[src/rtl/core/gsev_pkg.sv]
// ----------------------------------------------------------------------------
// gsev_pkg
// Shared types and constants for the grid stencil expectation value block.
// ----------------------------------------------------------------------------
`default_nettype none

package gsev_pkg;

    // Configuration register indexes
    localparam logic [1:0] CFG_GRID_DIM     = 2'd0;
    localparam logic [1:0] CFG_ENERGY_COEFF = 2'd1;
    localparam logic [1:0] CFG_INTERVAL     = 2'd2;

    // Quotient selection for the shared divider
    localparam logic [1:0] SEL_ENERGY = 2'd0;
    localparam logic [1:0] SEL_MOMX   = 2'd1;
    localparam logic [1:0] SEL_MOMY   = 2'd2;

    localparam int DVD_W     = 80;
    localparam int DIV_STEPS = 80;
    localparam int SH_ENERGY = 16;
    localparam int SH_MOM    = 15;

    localparam logic [32:0] CAP_POS = 33'h0_7FFF_FFFF;
    localparam logic [32:0] CAP_NEG = 33'h0_8000_0000;

    // Per-frame sums handed from the stencil front to the divider back end
    typedef struct packed {
        logic [31:0] frame_idx;
        logic [63:0] energy_sum;
        logic [63:0] momx_sum;
        logic [63:0] momy_sum;
        logic [47:0] norm_sum;
    } sum_t;

endpackage

`default_nettype wire

[src/rtl/core/gsev_sum_queue.sv]
// ----------------------------------------------------------------------------
// gsev_sum_queue
// Two-entry queue of per-frame sum records between front and back end.
// ----------------------------------------------------------------------------
`default_nettype none

module gsev_sum_queue (
    input  wire logic           clk,
    input  wire logic           rst_n,
    input  wire logic           wr_en,
    input  wire gsev_pkg::sum_t wr_data,
    output logic                q_full,
    input  wire logic           rd_en,
    output gsev_pkg::sum_t      rd_data,
    output logic                q_empty
);
    import gsev_pkg::*;

    sum_t       mem_reg [2];
    logic       wptr_reg, rptr_reg;
    logic [1:0] count_reg;
    logic       do_wr, do_rd;

    assign q_full  = (count_reg == 2'd2);
    assign q_empty = (count_reg == 2'd0);
    assign do_wr   = wr_en && !q_full;
    assign do_rd   = rd_en && !q_empty;
    assign rd_data = mem_reg[rptr_reg];

    always_ff @(posedge clk)
    begin
        if (do_wr)
            mem_reg[wptr_reg] <= wr_data;
    end

    always_ff @(posedge clk or negedge rst_n)
    begin
        if (!rst_n)
        begin
            wptr_reg  <= 1'b0;
            rptr_reg  <= 1'b0;
            count_reg <= 2'd0;
        end
        else
        begin
            if (do_wr)
                wptr_reg <= !wptr_reg;
            if (do_rd)
                rptr_reg <= !rptr_reg;
            if (do_wr && !do_rd)
                count_reg <= count_reg + 2'd1;
            else if (do_rd && !do_wr)
                count_reg <= count_reg - 2'd1;
        end
    end

endmodule

`default_nettype wire

[config.mk]
export PLATFORM = sky130hd
export DESIGN_NAME = gsev_sum_queue
export DESIGN_NICKNAME = d
export VERILOG_FILES = /design/src/rtl/core/gsev_pkg.sv /design/src/rtl/core/gsev_sum_queue.sv
export SDC_FILE = /design/constraint.sdc
export NUM_CORES = 1
export LEC_CHECK = 0
export BUFFER_PORTS_ARGS = -buffer_cell sky130_fd_sc_hd__clkbuf_2
export CORE_UTILIZATION = 45
export CTS_CLUSTER_DIAMETER = 50
export CTS_CLUSTER_SIZE = 24
export DETAILED_ROUTE_END_ITERATION = 7
export PLACE_DENSITY_LB_ADDON = 0.08
export SETUP_SLACK_MARGIN = 0.3
export SYNTH_ARGS = -nofsm -noshare
export SYNTH_HDL_FRONTEND = slang
export SYNTH_SLANG_ARGS = --single-unit
[constraint.sdc]
create_clock -name clk -period 21.9 [get_ports clk]
set_input_delay 1.095 -clock clk [delete_from_list [all_inputs] [get_ports clk]]
set_output_delay 1.095 -clock clk [all_outputs]
set_load 0.01 [all_outputs]
==> impl_metrics.toml <==
[layout]
fin_nets = 1719
largest_register_ffs = 544
final_cell_area_sq_um = 24800
instances_no_fill = 2068
multi_input_area_sq_um = 3160
area_growth_syn_to_layout_pct = 23.9
final-seq-area_sq_um = 16400
drive_above_1_share_pct = 61.8
fillCellCount = 3440

[logic_synthesis]
synth.yosys.warnings = 0
synth_edf_count = 544
syn-num-nets = 1142
synth_top_cell_area_share_pct = 81.7
synth_most_common_cell = "edfxtp_1"
synthCells = 865
mappedNetlistArea_sq_um = 20000
synth-async-reset-ratio_pct = 0.730
avgSynthCellArea_sq_um = 23.1
netlist_top_cells_count = "544 x edfxtp_1, 272 x mux2_2, 22 x clkbuf_8"
synth_area_leader_cell = "edfxtp_1"
synth_seq_area_share_pct = 82.2
synthFlopType = "edfxtp_1"
ys_types = 14
synth-seq-cells = 548
synth.area.top_cells = "edfxtp_1 82%, mux2_2 15%, clkbuf_8 1.5%"

[die]
die_h_microns = 213
die_width_microns = 213
core_sq_um = 43500
start_util_pct = 46.0
rows = 76
die_area_sq_um = 45300
ios = 550

[detailed_routing]
wl_met3_mm = 4.53
met1_length_mm = 15.4
antenna_left = 0
drc = 0
wl_per_cell_microns = 21.4
routed_wl_mm = 44.2
routed.top_layer = "met5"
dr.pass1.iters = 4
vias = 10094
viasPerCell = 4.88
drtIter0Drc = 533
wl_met2_mm = 23.1

[critical_path]
cp_top_family = "buffers and inverters"
cp_common_cell = "buf_4"
critPathCaptureType = "output pin"
start_kind = "flip-flop"
slowest_stage = "buf_4"
worstSetupStartpoint = "rptr_reg"
worstSetupPathType = "flip-flop to output pin"
max_stage_delay_ns = 0.97
required_ns = 20.81
cp.arrival_ns = 3.93
path_buf_inv = 3
cp_max_fo = 83
path_cells = "buf_4 -> buf_4 -> mux2_2 -> clkbuf_2"
rr_startpoint = "count_reg[0]"

[clocking]
clkTransAtPathRegs_ns = 0.07
hold_buffers = 0
numCtsBuffers = 47
cts.sinks = 548
cts_resized = 0
clockRootBuffer = "clkbuf_16"
clock_path_buffers = 3
tritoncts = "built"
postCtsSetupRepairBufs = 0
htreeDepth = 2
clk_latency_ns = 0.57

[grt]
grt_antenna_before_repair = 11
grt_pass1_vias = 10451
grt_pass1_wl_mm = 62.3
gr-total-overflow = 0
track_usage_pct = 19.0
grt_max_degree = 135

[power]
power_density_nw_per_um2 = 134
power.leakage_nw = 9.31
ir_worst_vdd_mv = 0.0811

[run_status]
status = "completed"

[place]
dp_cells = 1978
gp_congestion = 0.772
place_hpwl_mm = 30.1
place_area_sq_um = 23200
portBuffers = 549

[timing]
hold_slack_ns = 0.325
fin_worst_skew_ns = 0.0107
layout_min_cycle_time_ns = 5.02
maxSlewHeadroom_pct = 23.8
worstMarginPinSlew_ns = 1.14
hold_viol_final = 0
slew_viol_final = 0
setup_tns_ns = 0
finalCritPeriodShare_pct = 22.9
fmax_ghz = 0.199
rsz0062_at_grt = "no"
setup_viol = 0

[run]
drv_cap = 0

[min_path]
hold_path.class = "input pin to async pin"
-- layout make-up --
class | count | area share [%]
Sequential cell | 548 | 66.4
Multi-Input combinational cell | 285 | 12.8
Timing Repair Buffer | 558 | 11.4
Clock buffer | 51 | 4.98
Tap cell | 585 | 2.96
Clock inverter | 34 | 1.39
Antenna cell | 5 | 0.0505
Inverter | 2 | 0.0303
-- where the power goes --
| part | internal, mW | switching [mW] | total [mW] |
|---|---|---|---|
| registers | 1.43 | 0.0649 | 1.50 |
| clock network | 0.457 | 0.388 | 0.845 |
| logic | 0.416 | 0.565 | 0.981 |
| total | 2.31 | 1.02 | 3.32 |
-- layer usage --
metal	global-route usage, %	up-vias
met1	20.2	5029
li1	-	4631
met5	0	-
met3	8.52	71
met4	6.92	14
met2	33.1	349
-- layout by cell type (no fill, tap or decap), drive strengths merged, types with 4 or more instances in the layout --
master / n
edfxtp: 544
buf: 9
diode: 5
clkinvlp: 5
inv: 17
dfrtp: 4
clkinv: 11
mux2: 272
clkbuf: 600
-- stage by stage --
stage | power (mW) | worst slack [ns] | util (%)
6_report | 3.32 | 16.88 | 57.0
5_1_grt | 3.48 | 16.58 | 57.0
4_1_cts | 3.38 | 16.71 | 57.0
3_5_place_dp | 2.53 | 17.35 | 53.3
3_3_place_gp | 2.52 | 17.33 | 53.3
2_1_floorplan | 2.24 | 8.54 | -
-- cell families after synthesis --
| group | count (synthesis) | share of synthesized area, % |
|---|---|---|
| compound gates | 1 | 0.0250 |
| xor+xnor | 5 | 0.219 |
| fa+ha+maj | 1 | 0.0626 |
| buf+inv | 32 | 2.00 |
| flops | 548 | 82.2 |
| mux | 272 | 15.3 |
| simple gates | 6 | 0.138 |
-- worst paths after layout --
path | end | slack, ns | cells past startpoint
hold / removal | wptr_reg | 0.33 | 1
max in group asynchronous | rptr_reg | 21.41 | 1
min in group clk | count_reg[1] | 0.52 | 1
setup / recovery | rd_data[86] | 16.88 | 4
hold reg to reg | count_reg[1] | 0.52 | 1
setup reg to reg | mem_reg[0][126] | 18.09 | 6
Power figures use the tool's default switching activity.
